## src/sv/stepper_ramp_step_generator_core_defines.svh

```systemverilog
// Assertion macros shared by the stepper ramp step generator.
`ifndef STEPPER_RAMP_STEP_GENERATOR_CORE_DEFINES_SVH
`define STEPPER_RAMP_STEP_GENERATOR_CORE_DEFINES_SVH

`ifndef ASSERT_OFF

`define SRSG_ASSERT(name, prop, msg) \
  name: assert property (@(posedge clk_i) disable iff (!rst_ni) (prop)) else $error(msg);

`define SRSG_ASSERT_NEVER(name, cond, msg) \
  name: assert property (@(posedge clk_i) disable iff (!rst_ni) !(cond)) else $error(msg);

`else

`define SRSG_ASSERT(name, prop, msg)

`define SRSG_ASSERT_NEVER(name, cond, msg)

`endif

`endif

```

## src/sv/srsg_pkg.sv

```systemverilog
package srsg_pkg;

  localparam int unsigned StepCountBitsDef = 20;
  localparam int unsigned PeriodBitsDef    = 16;
  localparam int unsigned PositionBitsDef  = 24;

  localparam int unsigned CfgDataBits = 16;
  localparam int unsigned RampBits    = 16;

  localparam logic [31:0]         StartPeriodReset = 32'd2000;
  localparam logic [RampBits-1:0] RampStepReset    = 16'd10;
  localparam logic [31:0]         HomePosition     = 32'd100000;

  typedef enum logic [0:0] {
    CfgStartPeriod = 1'b0,
    CfgRampStep    = 1'b1
  } cfg_reg_e;

endpackage

```

## src/sv/srsg_period_pick.sv

```systemverilog
module srsg_period_pick import srsg_pkg::*; #(
  parameter int unsigned STEP_COUNT_BITS = StepCountBitsDef,
  parameter int unsigned PERIOD_BITS     = PeriodBitsDef
) (
  input  logic [STEP_COUNT_BITS-1:0] total_steps_i,
  input  logic [STEP_COUNT_BITS-1:0] remaining_steps_i,
  input  logic [PERIOD_BITS-1:0]     present_period_i,
  input  logic [PERIOD_BITS-1:0]     cruise_period_i,
  input  logic [PERIOD_BITS-1:0]     start_period_i,
  input  logic [RampBits-1:0]        ramp_step_i,
  output logic [PERIOD_BITS-1:0]     upcoming_period_o
);

  localparam int unsigned SumBits  = ((PERIOD_BITS > RampBits) ? PERIOD_BITS : RampBits) + 1;
  localparam int unsigned ProdBits = STEP_COUNT_BITS + RampBits;
  localparam int unsigned CmpBits  = (ProdBits > PERIOD_BITS) ? ProdBits : PERIOD_BITS;

  logic [STEP_COUNT_BITS-1:0] done_steps;
  logic                       accelerate;
  logic [SumBits-1:0]         cur_ext;
  logic [SumBits-1:0]         cruise_plus_ramp;
  logic [SumBits-1:0]         cur_minus_ramp;
  logic [SumBits-1:0]         cur_plus_ramp;
  logic [SumBits-1:0]         start_ext;
  logic [PERIOD_BITS-1:0]     slack;
  logic [CmpBits-1:0]         brake_span;
  logic                       brake;

  assign done_steps       = total_steps_i - remaining_steps_i;
  assign accelerate       = remaining_steps_i > done_steps;
  assign cur_ext          = SumBits'(present_period_i);
  assign start_ext        = SumBits'(start_period_i);
  assign cruise_plus_ramp = SumBits'(cruise_period_i) + SumBits'(ramp_step_i);
  assign cur_minus_ramp   = cur_ext - SumBits'(ramp_step_i);
  assign cur_plus_ramp    = cur_ext + SumBits'(ramp_step_i);
  assign slack            = start_period_i - present_period_i;
  assign brake_span       = CmpBits'(remaining_steps_i) * CmpBits'(ramp_step_i);
  assign brake            = (present_period_i <= start_period_i) &&
                            (brake_span <= CmpBits'(slack));

  always_comb begin
    upcoming_period_o = cruise_period_i;
    if (accelerate) begin
      if ((present_period_i > cruise_period_i) && (cur_ext >= cruise_plus_ramp)) begin
        upcoming_period_o = PERIOD_BITS'(cur_minus_ramp);
      end
    end else if (brake) begin
      if ((present_period_i < start_period_i) && (cur_plus_ramp <= start_ext)) begin
        upcoming_period_o = PERIOD_BITS'(cur_plus_ramp);
      end else begin
        upcoming_period_o = start_period_i;
      end
    end
  end

endmodule

```

## src/sv/stepper_ramp_step_generator_core.sv

```systemverilog
// Stepper ramp step generator, one axis.
// The input channel carries one item per transaction: a load (mode 1) starts a move
// with a step count, a cruise period and a direction; a tick (mode 0) carries the two
// end-stop levels and advances the step timing by one tick.
// Every item produces exactly one result transaction with the pin levels, the position,
// the end-stop hits, the move status and the remaining step count.
// The configuration channel writes the start period (index 0) and the ramp step
// (index 1); its ready is always high. The user must make writes only while the block
// is idle; the block itself does not enforce this. An item is held in an input register
// and is then processed from there into the result register.
// Without a receiver stall the block sustains one item per clock; the step timing loop
// closes through the combinational period selection and its 20 by 16 bit multiplier.
// While the receiver stalls, the result register holds, the input register takes
// one more item and then input ready drops until the result is taken.
// Reset clears the move state, sets the position to 100000, restores the default
// start period of 2000 and ramp step of 10, and empties both registers.
`include "stepper_ramp_step_generator_core_defines.svh"

module stepper_ramp_step_generator_core import srsg_pkg::*; #(
  parameter int unsigned STEP_COUNT_BITS = StepCountBitsDef,
  parameter int unsigned PERIOD_BITS     = PeriodBitsDef,
  parameter int unsigned POSITION_BITS   = PositionBitsDef
) (
  input  logic                       clk_i,
  input  logic                       rst_ni,

  input  logic                       cfg_valid_i,
  output logic                       cfg_ready_o,
  input  logic [0:0]                 cfg_index_i,
  input  logic [CfgDataBits-1:0]     cfg_data_i,

  input  logic                       in_valid_i,
  output logic                       in_ready_o,
  input  logic                       mode_i,
  input  logic                       left_stop_level_i,
  input  logic                       right_stop_level_i,
  input  logic [STEP_COUNT_BITS-1:0] move_length_i,
  input  logic [PERIOD_BITS-1:0]     target_period_i,
  input  logic                       direction_i,

  output logic                       out_valid_o,
  input  logic                       out_ready_i,
  output logic                       step_pin_o,
  output logic                       dir_pin_o,
  output logic [POSITION_BITS-1:0]   axis_position_o,
  output logic                       left_stop_hit_o,
  output logic                       right_stop_hit_o,
  output logic                       move_active_o,
  output logic                       step_taken_o,
  output logic [STEP_COUNT_BITS-1:0] steps_remaining_o
);

  logic [PERIOD_BITS-1:0] start_period_q;
  logic [RampBits-1:0]    ramp_step_q;

  logic                       in_valid_q;
  logic                       mode_q;
  logic                       left_stop_q;
  logic                       right_stop_q;
  logic [STEP_COUNT_BITS-1:0] move_length_q;
  logic [PERIOD_BITS-1:0]     target_period_q;
  logic                       direction_q;

  logic                       active_q, active_d;
  logic [STEP_COUNT_BITS-1:0] total_steps_q, total_steps_d;
  logic [STEP_COUNT_BITS-1:0] remaining_q, remaining_d;
  logic [PERIOD_BITS-1:0]     cruise_period_q, cruise_period_d;
  logic [PERIOD_BITS-1:0]     present_period_q, present_period_d;
  logic [PERIOD_BITS-1:0]     period_counter_q, period_counter_d;
  logic                       move_dir_q, move_dir_d;
  logic                       pulse_high_q, pulse_high_d;
  logic                       dir_level_q, dir_level_d;
  logic [POSITION_BITS-1:0]   position_q, position_d;

  logic                       out_valid_q;
  logic                       left_hit_q, left_hit_d;
  logic                       right_hit_q, right_hit_d;
  logic                       stepped_q, stepped_d;

  logic                       proc_fire;
  logic [PERIOD_BITS-1:0]     upcoming_period;

  assign cfg_ready_o = 1'b1;
  assign proc_fire   = in_valid_q && (!out_valid_q || out_ready_i);
  assign in_ready_o  = !in_valid_q || proc_fire;

  always_ff @(posedge clk_i or negedge rst_ni) begin
    if (!rst_ni) begin
      start_period_q <= PERIOD_BITS'(StartPeriodReset);
      ramp_step_q    <= RampStepReset;
    end else if (cfg_valid_i) begin
      case (cfg_reg_e'(cfg_index_i))
        CfgStartPeriod: start_period_q <= PERIOD_BITS'(cfg_data_i);
        CfgRampStep:    ramp_step_q    <= cfg_data_i;
        default: ;
      endcase
    end
  end

  always_ff @(posedge clk_i or negedge rst_ni) begin
    if (!rst_ni) begin
      in_valid_q <= 1'b0;
    end else if (in_valid_i && in_ready_o) begin
      in_valid_q <= 1'b1;
    end else if (proc_fire) begin
      in_valid_q <= 1'b0;
    end
  end

  always_ff @(posedge clk_i) begin
    if (in_valid_i && in_ready_o) begin
      mode_q          <= mode_i;
      left_stop_q     <= left_stop_level_i;
      right_stop_q    <= right_stop_level_i;
      move_length_q   <= move_length_i;
      target_period_q <= target_period_i;
      direction_q     <= direction_i;
    end
  end

  srsg_period_pick #(
    .STEP_COUNT_BITS(STEP_COUNT_BITS),
    .PERIOD_BITS    (PERIOD_BITS)
  ) u_period_pick (
    .total_steps_i    (total_steps_q),
    .remaining_steps_i(remaining_q),
    .present_period_i (present_period_q),
    .cruise_period_i  (cruise_period_q),
    .start_period_i   (start_period_q),
    .ramp_step_i      (ramp_step_q),
    .upcoming_period_o(upcoming_period)
  );

  always_comb begin
    active_d         = active_q;
    total_steps_d    = total_steps_q;
    remaining_d      = remaining_q;
    cruise_period_d  = cruise_period_q;
    present_period_d = present_period_q;
    period_counter_d = period_counter_q;
    move_dir_d       = move_dir_q;
    pulse_high_d     = pulse_high_q;
    dir_level_d      = dir_level_q;
    position_d       = position_q;
    left_hit_d       = 1'b0;
    right_hit_d      = 1'b0;
    stepped_d        = 1'b0;

    if (mode_q) begin
      total_steps_d    = move_length_q;
      remaining_d      = move_length_q;
      cruise_period_d  = target_period_q;
      move_dir_d       = direction_q;
      active_d         = 1'b1;
      present_period_d = start_period_q;
      period_counter_d = '0;
    end else begin
      left_hit_d  = left_stop_q;
      right_hit_d = right_stop_q;
      if ((left_stop_q && !move_dir_q) || (right_stop_q && move_dir_q)) begin
        active_d    = 1'b0;
        remaining_d = '0;
      end
      if (active_d && (remaining_d == '0)) begin
        active_d         = 1'b0;
        period_counter_d = '0;
      end
      if (!active_d) begin
        pulse_high_d = 1'b0;
      end else if (period_counter_q == '0) begin
        pulse_high_d     = 1'b1;
        stepped_d        = 1'b1;
        period_counter_d = upcoming_period;
        present_period_d = upcoming_period;
        remaining_d      = remaining_q - STEP_COUNT_BITS'(1);
        position_d       = move_dir_q ? position_q + POSITION_BITS'(1)
                                      : position_q - POSITION_BITS'(1);
      end else begin
        if (pulse_high_q) begin
          pulse_high_d = 1'b0;
          dir_level_d  = move_dir_q;
        end
        period_counter_d = period_counter_q - PERIOD_BITS'(1);
      end
    end
  end

  always_ff @(posedge clk_i or negedge rst_ni) begin
    if (!rst_ni) begin
      active_q         <= 1'b0;
      total_steps_q    <= '0;
      remaining_q      <= '0;
      cruise_period_q  <= '0;
      present_period_q <= '0;
      period_counter_q <= '0;
      move_dir_q       <= 1'b0;
      pulse_high_q     <= 1'b0;
      dir_level_q      <= 1'b0;
      position_q       <= POSITION_BITS'(HomePosition);
    end else if (proc_fire) begin
      active_q         <= active_d;
      total_steps_q    <= total_steps_d;
      remaining_q      <= remaining_d;
      cruise_period_q  <= cruise_period_d;
      present_period_q <= present_period_d;
      period_counter_q <= period_counter_d;
      move_dir_q       <= move_dir_d;
      pulse_high_q     <= pulse_high_d;
      dir_level_q      <= dir_level_d;
      position_q       <= position_d;
    end
  end

  always_ff @(posedge clk_i or negedge rst_ni) begin
    if (!rst_ni) begin
      out_valid_q <= 1'b0;
    end else if (proc_fire) begin
      out_valid_q <= 1'b1;
    end else if (out_ready_i) begin
      out_valid_q <= 1'b0;
    end
  end

  always_ff @(posedge clk_i) begin
    if (proc_fire) begin
      left_hit_q  <= left_hit_d;
      right_hit_q <= right_hit_d;
      stepped_q   <= stepped_d;
    end
  end

  assign out_valid_o       = out_valid_q;
  assign step_pin_o        = pulse_high_q;
  assign dir_pin_o         = dir_level_q;
  assign axis_position_o   = position_q;
  assign left_stop_hit_o   = left_hit_q;
  assign right_stop_hit_o  = right_hit_q;
  assign move_active_o     = active_q;
  assign step_taken_o      = stepped_q;
  assign steps_remaining_o = remaining_q;

  `SRSG_ASSERT(a_step_raises_pin, out_valid_o && step_taken_o |-> step_pin_o && move_active_o, "Step reported without a raised pin in an active move.")
  `SRSG_ASSERT_NEVER(a_pin_idle_low, step_pin_o && !move_active_o, "Step pin is high while no move is active.")
  `SRSG_ASSERT(a_idle_no_steps, !move_active_o |-> steps_remaining_o == '0, "Steps remain although no move is active.")
  `SRSG_ASSERT(a_stall_no_update, out_valid_o && !out_ready_i |=> $stable(position_q) && $stable(remaining_q), "Axis state changed while a result was stalled.")

endmodule
```

## config.mk

```make
export PLATFORM = sky130hd
export DESIGN_NAME = stepper_ramp_step_generator_core
export DESIGN_NICKNAME = d
export VERILOG_FILES = /design/src/sv/srsg_pkg.sv /design/src/sv/srsg_period_pick.sv /design/src/sv/stepper_ramp_step_generator_core.sv
export VERILOG_INCLUDE_DIRS = /design/src /design/src/sv
export SDC_FILE = /design/constraint.sdc
export NUM_CORES = 1
export LEC_CHECK = 0
export ABC_AREA = 1
export BUFFER_PORTS_ARGS = -buffer_cell sky130_fd_sc_hd__buf_2
export CORE_UTILIZATION = 65
export CTS_CLUSTER_DIAMETER = 50
export DETAILED_ROUTE_END_ITERATION = 6
export GPL_TIMING_DRIVEN = 0
export PLACE_DENSITY = 0.83
export SYNTH_ARGS = -nofsm -noshare
export SYNTH_HDL_FRONTEND = slang
export SYNTH_SLANG_ARGS = --single-unit
export TNS_END_PERCENT = 30
```

## constraint.sdc

```tcl
create_clock -name clk_i -period 14.5 [get_ports clk_i]
set_input_delay 2.175 -clock clk_i [delete_from_list [all_inputs] [get_ports clk_i]]
set_output_delay 2.175 -clock clk_i [all_outputs]
set_load 0.05 [all_outputs]
```

==> metrics.md, run 1 <==
| Metric | Value |
|---|---|
| CP startpoint kind | flop |
| Clock transition at path regs | 80 ps |
| R2R Path End | period_counter_q[4]$_DFFE_PN0P_ |
| Final setup violation count | 0 |
| Pre-antenna DRT Iters | 7 |
| Initial core utilization | 66.5% |
| Global route overflow | 0 |
| Number of flops mapped to enable cells by yosys | 43 |
| Wirelength per Cell | 18.3 um |
| Reg2reg start | steps_remaining_o[7]$_DFFE_PN0P_ |
| Via/cell ratio | ~5.7 |
| Top post-synthesis cells by area | fa_1 (19%), nand2_1 (14%), ha_1 (14%), dfrtp_1 (12%), inv_1 (10%) |
| Worst setup path start | steps_remaining_o[7]$_DFFE_PN0P_ |
| Worst-case reg-to-reg path depth | 38 |
| Worst-Margin Slew | 1070 ps |
| Register area share after synthesis | 18.5% |
| N_diodes | 0 |
| Mean Syn Cell Area | 7.36 um2 |
| Post-Synthesis Cells | 3715 |
| Die ar. | 0.0429 mm2 |
| Residual DRC | 5 |
| Tmin final | 8660 ps |
| Setup tns final | 0 ps |
| Fin crit share | 59.7% |
| Design area | 0.0292 mm2 |
| CP peak stage delay | 660 ps |
| Total GRT Usage | a little under two fifths |
| Final HPWL DP | 65.2 mm |
| Worst endpoint required time | 14850 ps |
| Clk sinks | around 190 |
| Syn nets | 4331 |
| Worst Setup Path Type | flop to flop |
| Hold Fails Final Rpt | 0 |
| FF-to-FF setup slack | 5840 ps |
| Worst Path Max Fanout | 10 |
| Ys flop type | dfrtp_1 |
| Clock Latency Late Sink | about 460 ps |
| Routed vias | around 25000 |
| Post-synth top cells | nand2_1 (1024), inv_1 (762), ha_1 (298) |
| Final Max Tran Viols | 0 |
| Post-route clock skew | roughly 13 ps |
| Root Driver | clkbuf_16 |
| Top cell type by total area after synthesis | fa_1 |
| Layout area overhead | 6.77% |
| Synth top area share | 18.7% |
| Placed instance area | 0.0286 mm2 |
| First-pass GRT wire length | ~130 mm |
| CTS Hold Bufs | 0 |
| Largest net degree at the start of global routing | 92 |
| Hold Path End | cruise_period_q[5]$_DFFE_PN0P_ |
| Top-count cell post-synth | nand2_1 |
| Hold path cells | 2 |
| Max-slew headroom | 28.8% |
| Achievable Freq | 116 MHz |
| Worst path slowest cell | clkbuf_1 |
| Worst setup EP type | flop |
| I/O pin cnt | 115 |
| Vias in the first global route | 24200 |
| Yosys reg bits | around 190 |
| Yosys warns | 0 |
| Share of cells above drive strength 1 | 6.71% |
| Drt initial violations | ~2200 |
| Yosys cell types | 56 |
| Crit path DAT | about 9000 ps |
| RSZ-0062 raised after global routing | no |
| Initial antenna violation count | 2 |
| # nets final | 4464 |
| MaxCap Viol Count | 0 |
| CTS buffer count | 17 |
| CTS Buffer Depth | 2 |
| Final WL | 80.5 mm |
| PortBufs | 113 |
| Hold path start | target_period_q[5]$_DFFE_PP_ |
| Final core occ | 71.0% |
| Post-CTS Resized | 0 |
| Cell area after synthesis | 0.0273 mm2 |
| Async set or reset register ratio after synthesis | about 78% |
| Post-CTS Setup Inserts | 0 |
| Num rows | 74 |
| HP Class | flop to flop |
| Placer Congestion | 1.05 |
| Status | finished with violations |
| Violated checks | design-rule violations |
| Placeable Area | 0.0411 mm2 |
| Die H | 207 um |
| CTS tree | yes |
| H-Tree Depth | 4 |
| Die W | 207 um |
| Post-route ant nets | 0 |
| CP most frequent cell | nand2_1 |
==> cell type report <==
class                      instances  area, um2
buffer                           129        531
inverter                         781       2930
timing repair buffer             114        599
fill                            3487      11900
tap                              532        666
multi-input combinational       2612      18800
sequential                       193       5060
clock buffer                      17        425
clock inverter                    15        161
==> worst max-delay path, delay by kind of cell, from the launching register on <==
family,cells,cell delay (ps)
and+or+nand+nor,19,2040
buffers and inverters,8,1770
adders and majority gates,8,3750
xor gates and xnor gates,1,280
AOI/OAI and AO/OA,2,320
DFF,1,380
==> state kept, by name, indices dropped and copies added, names as in the netlist, 16 cells and up <==
signal,cells
steps_remaining_o,20
axis_position_o,24
target_period_q,16
period_counter_q,16
move_length_q,20
ramp_step_q,16
total_steps_q,20
present_period_q,16
cruise_period_q,16
start_period_q,16
==> placed cells by master (no fill, tap or decap), types with 24 or more instances in the layout <==
cell type,n
nand2_1,1024
inv_1,761
ha_1,298
fa_1,256
a21oi_1,180
o21ai_0,168
nand3_1,149
nor2_1,141
dfrtp_1,136
buf_2,125
xor2_1,96
clkbuf_1,91
xnor2_1,45
edfxtp_1,43
nand4_1,41
nand3_2,26
nor3_1,24
==> worst max path at each step <==
stage	slack (ps)	end	cells after the start
floorplan	7130	present_period_q[11]$_DFFE_PN0P_	38
global placement	6100	period_counter_q[3]$_DFFE_PN0P_	40
detailed placement	6060	period_counter_q[4]$_DFFE_PN0P_	36
CTS	6000	period_counter_q[4]$_DFFE_PN0P_	36
global route	5330	period_counter_q[6]$_DFFE_PN0P_	40
finish	5840	period_counter_q[4]$_DFFE_PN0P_	38
==> logic make-up (layout without fill, tap and decap cells) <==
kind of cell / Yosys count / after routing / share of synthesized area, %
DFF: 193 / 193 / 18.5
other: 1 / 1 / 0.0137
AOI/OAI and AO/OA: 448 / 448 / 9.09
buffers and inverters: 910 / 1056 / 12.7
adders and majority gates: 554 / 554 / 32.4
and+or+nand+nor: 1467 / 1467 / 22.7
xor gates and xnor gates: 142 / 142 / 4.58
==> metal layers <==
layer  up-vias  share of wire (%)  GRT usage, %
li1      11800                  -             -
met1     11700                 40          49.6
met2      1186                 46          61.6
met3       242                9.7          8.37
met4         2                4.7          18.1
met5         -              0.016             0
==> stage by stage <==
step	setup WS, ps	instances	hold slack (ps)
6_report	5840	4393	461
5_1_grt	5330	4393	499
4_1_cts	6000	4393	460
3_5_place_dp	6060	4361	443
3_3_place_gp	6100	4360	437
2_1_floorplan	7130	3715	430
Power of run 1 is left out: the tool's default activity adds up to more than one toggle a clock period on the data nets, which glitch-free logic cannot reach.
==> run 2, diff against run 1 <==
--- a/config.mk
+++ b/config.mk
@@ -8,11 +8,11 @@
 export LEC_CHECK = 0
 export ABC_AREA = 1
 export BUFFER_PORTS_ARGS = -buffer_cell sky130_fd_sc_hd__buf_2
-export CORE_UTILIZATION = 65
+export CORE_UTILIZATION = 59
 export CTS_CLUSTER_DIAMETER = 50
 export DETAILED_ROUTE_END_ITERATION = 6
 export GPL_TIMING_DRIVEN = 0
-export PLACE_DENSITY = 0.83
+export PLACE_DENSITY = 0.8
 export SYNTH_ARGS = -nofsm -noshare
 export SYNTH_HDL_FRONTEND = slang
 export SYNTH_SLANG_ARGS = --single-unit
==> constraint.sdc (replaced) <==
create_clock -name clk_i -period 7.7 [get_ports clk_i]
set_input_delay 1.155 -clock clk_i [delete_from_list [all_inputs] [get_ports clk_i]]
set_output_delay 1.155 -clock clk_i [all_outputs]
set_load 0.05 [all_outputs]
==> run 2 against run 1 <==
  * The run now ends clean
  * Critical path depth decreased by 6
  * Routed wire length increased by 5.1%
  * Cell count increased by 3.5%
  * Global-route usage decreased by 2.8 points
  * Worst setup slack got worse by 5600 ps
  * First-iteration DRC count increased by 12%
  * Maximum frequency increased by 16%
  * Die area increased by 10%
  * Clock skew increased by 1.7 ps
  * Utilization decreased by 3.6 points
  * Critical path type unchanged
==> metrics.md, run 2 (synthesis results as in run 1) <==
| Metric | Value |
|---|---|
| Inst Count DP | about 4400 |
| Routed vias | between 20000 and 30000 |
| Worst-case reg-to-reg path depth | 32 |
| Layout area overhead | 12.4% |
| Via/cell ratio | 5.64 |
| R2R Path End | period_counter_q[7]$_DFFE_PN0P_ |
| Largest net degree at the start of global routing | 95 |
| Vias in the first global route | 24300 |
| Num rows | 78 |
| Drt initial violations | 2460 |
| Clock Latency Late Sink | 470 ps |
| I/O pin cnt | 115 |
| Global route overflow | 0 |
| Hold Fails Final Rpt | 0 |
| Most frequent cells in the layout | nand2_1 (1012), inv_1 (754), ha_1 (290), fa_1 (253), a21oi_1 (179) |
| CTS Hold Bufs | 0 |
| Tmin final | 7490 ps |
| Initial antenna violation count | 6 |
| CP peak stage delay | 610 ps |
| Share of cells above drive strength 1 | between 10% and 20% |
| Worst Setup Path Type | flop to flop |
| Setup tns final | 0 ps |
| Die H | ~220 um |
| Placer Congestion | 1.04 |
| Worst path slowest cell | fa_1 |
| CTS Buffer Depth | 2 |
| Residual DRC | 0 |
| CP startpoint kind | flop |
| Largest register FFs | 24 |
| Hold path cells | 2 |
| Crit path to | period_counter_q[7]$_DFFE_PN0P_ |
| Final HPWL DP | 65.2 mm |
| Root Driver | clkbuf_16 |
| Placeable Area | 0.0456 mm2 |
| Clock transition at path regs | 90 ps |
| MaxCap Viol Count | 0 |
| Worst-Margin Slew | 906 ps |
| Final Max Tran Viols | 0 |
| Pre-antenna DRT Iters | 6 |
| CTS buffer count | 17 |
| Die W | 217 um |
| CTS tree | yes |
| Status | finished clean |
| Crit path DAT | 7850 ps |
| FF-to-FF setup slack | 210 ps |
| PortBufs | approximately 110 |
| Post-route ant nets | 0 |
| Worst Path Max Fanout | 10 |
| H-Tree Depth | 4 |
| Die ar. | 0.0472 mm2 |
| Final core occ | about two thirds |
| Reg2reg start | steps_remaining_o[16]$_DFFE_PN0P_ |
| Fin crit share | 97.2% |
| Worst endpoint required time | about 8100 ps |
| Achievable Freq | ~130 MHz |
| Initial core utilization | 60.0% |
| Wirelength per Cell | 18.6 um |
| Final WL | 84.7 mm |
| Final setup violation count | 0 |
| Stages on the worst setup path | 32 |
| HP Class | flop to flop |
| Total GRT Usage | 35.6% |
| Clk sinks | 193 |
| Worst path bufs/invs | 8 |
| # nets final | between 4000 and 5000 |
| Max-slew headroom | 39.5% |
| Commonest non-fill, non-tap cell in the layout | nand2_1 |
| Worst setup EP type | flop |
| Final setup margin | around 210 ps |
| Dpl ws | -875 ps |
| Final cell count without fillers | 4545 |
| First-pass GRT wire length | about 130 mm |
| CP top delay family | adder cells |
| Post-route clock skew | 14.7 ps |
| Worst setup path start | steps_remaining_o[16]$_DFFE_PN0P_ |
-- run 2: cell count changes in the layout (fill, tap and decap cells not counted), sizes merged --
cell | before | now
bufinv | 0 | 1
clkinvlp | 0 | 1
clkbuf | 108 | 93
buf | 152 | 245
inv | 782 | 780
diode | 0 | 6
-- run 2: stage by stage --
stage | hold WS (ps) | area [um2]
detailed placement | 440 | 28700
CTS | 473 | 29900
finish | 468 | 30700
floorplan | 430 | 27300
global route | 492 | 30700
global placement | 443 | 28700
-- run 2: layer usage --
layer / track usage (%) / part of all wire [%] / vias up / wire length (um)
met5: 0 / 0.025 / - / 21
met4: 17.7 / 5.3 / 4 / 4460
met3: 8.51 / 9.8 / 318 / 8320
met2: 56.9 / 46 / 1321 / 38500
met1: 45.1 / 39 / 12000 / 33300
li1: - / - / 11900 / -
-- run 2: final cells by class --
cell class | instances | area, um2
clock inverter | 15 | 213
timing repair buffer | 196 | 1300
sequential | 193 | 5080
inverter | 781 | 2930
fill | 3787 | 14900
clock buffer | 17 | 425
antenna | 6 | 15.0
tap | 600 | 751
buffer | 125 | 958
multi-input combinational | 2612 | 19000
-- run 2: worst min path at each step --
stage / endpoint / slack (ps) / startpoint
2_1_floorplan: cruise_period_q[0]$_DFFE_PN0P_ / 430 / target_period_q[0]$_DFFE_PP_
3_3_place_gp: cruise_period_q[14]$_DFFE_PN0P_ / 440 / target_period_q[14]$_DFFE_PP_
3_5_place_dp: cruise_period_q[5]$_DFFE_PN0P_ / 440 / target_period_q[5]$_DFFE_PP_
4_1_cts: cruise_period_q[14]$_DFFE_PN0P_ / 470 / target_period_q[14]$_DFFE_PP_
5_1_grt: cruise_period_q[5]$_DFFE_PN0P_ / 490 / target_period_q[5]$_DFFE_PP_
6_report: cruise_period_q[5]$_DFFE_PN0P_ / 470 / target_period_q[5]$_DFFE_PP_
-- run 2: repair_timing --
item / 4_1_cts / 5_1_grt
gates cloned: 1 / 2
buffers inserted: 17 / 62
pin swaps: 3 / 57
resized for setup: 141 / 137
setup endpoints to repair: 32 / 32
-- run 2: worst min-delay path, stage by stage, from the launching register on --
cell	delay, ps
edfxtp_1	320
nand2_1	50
o21ai_0	60
Power of run 2 is left out for the same reason.
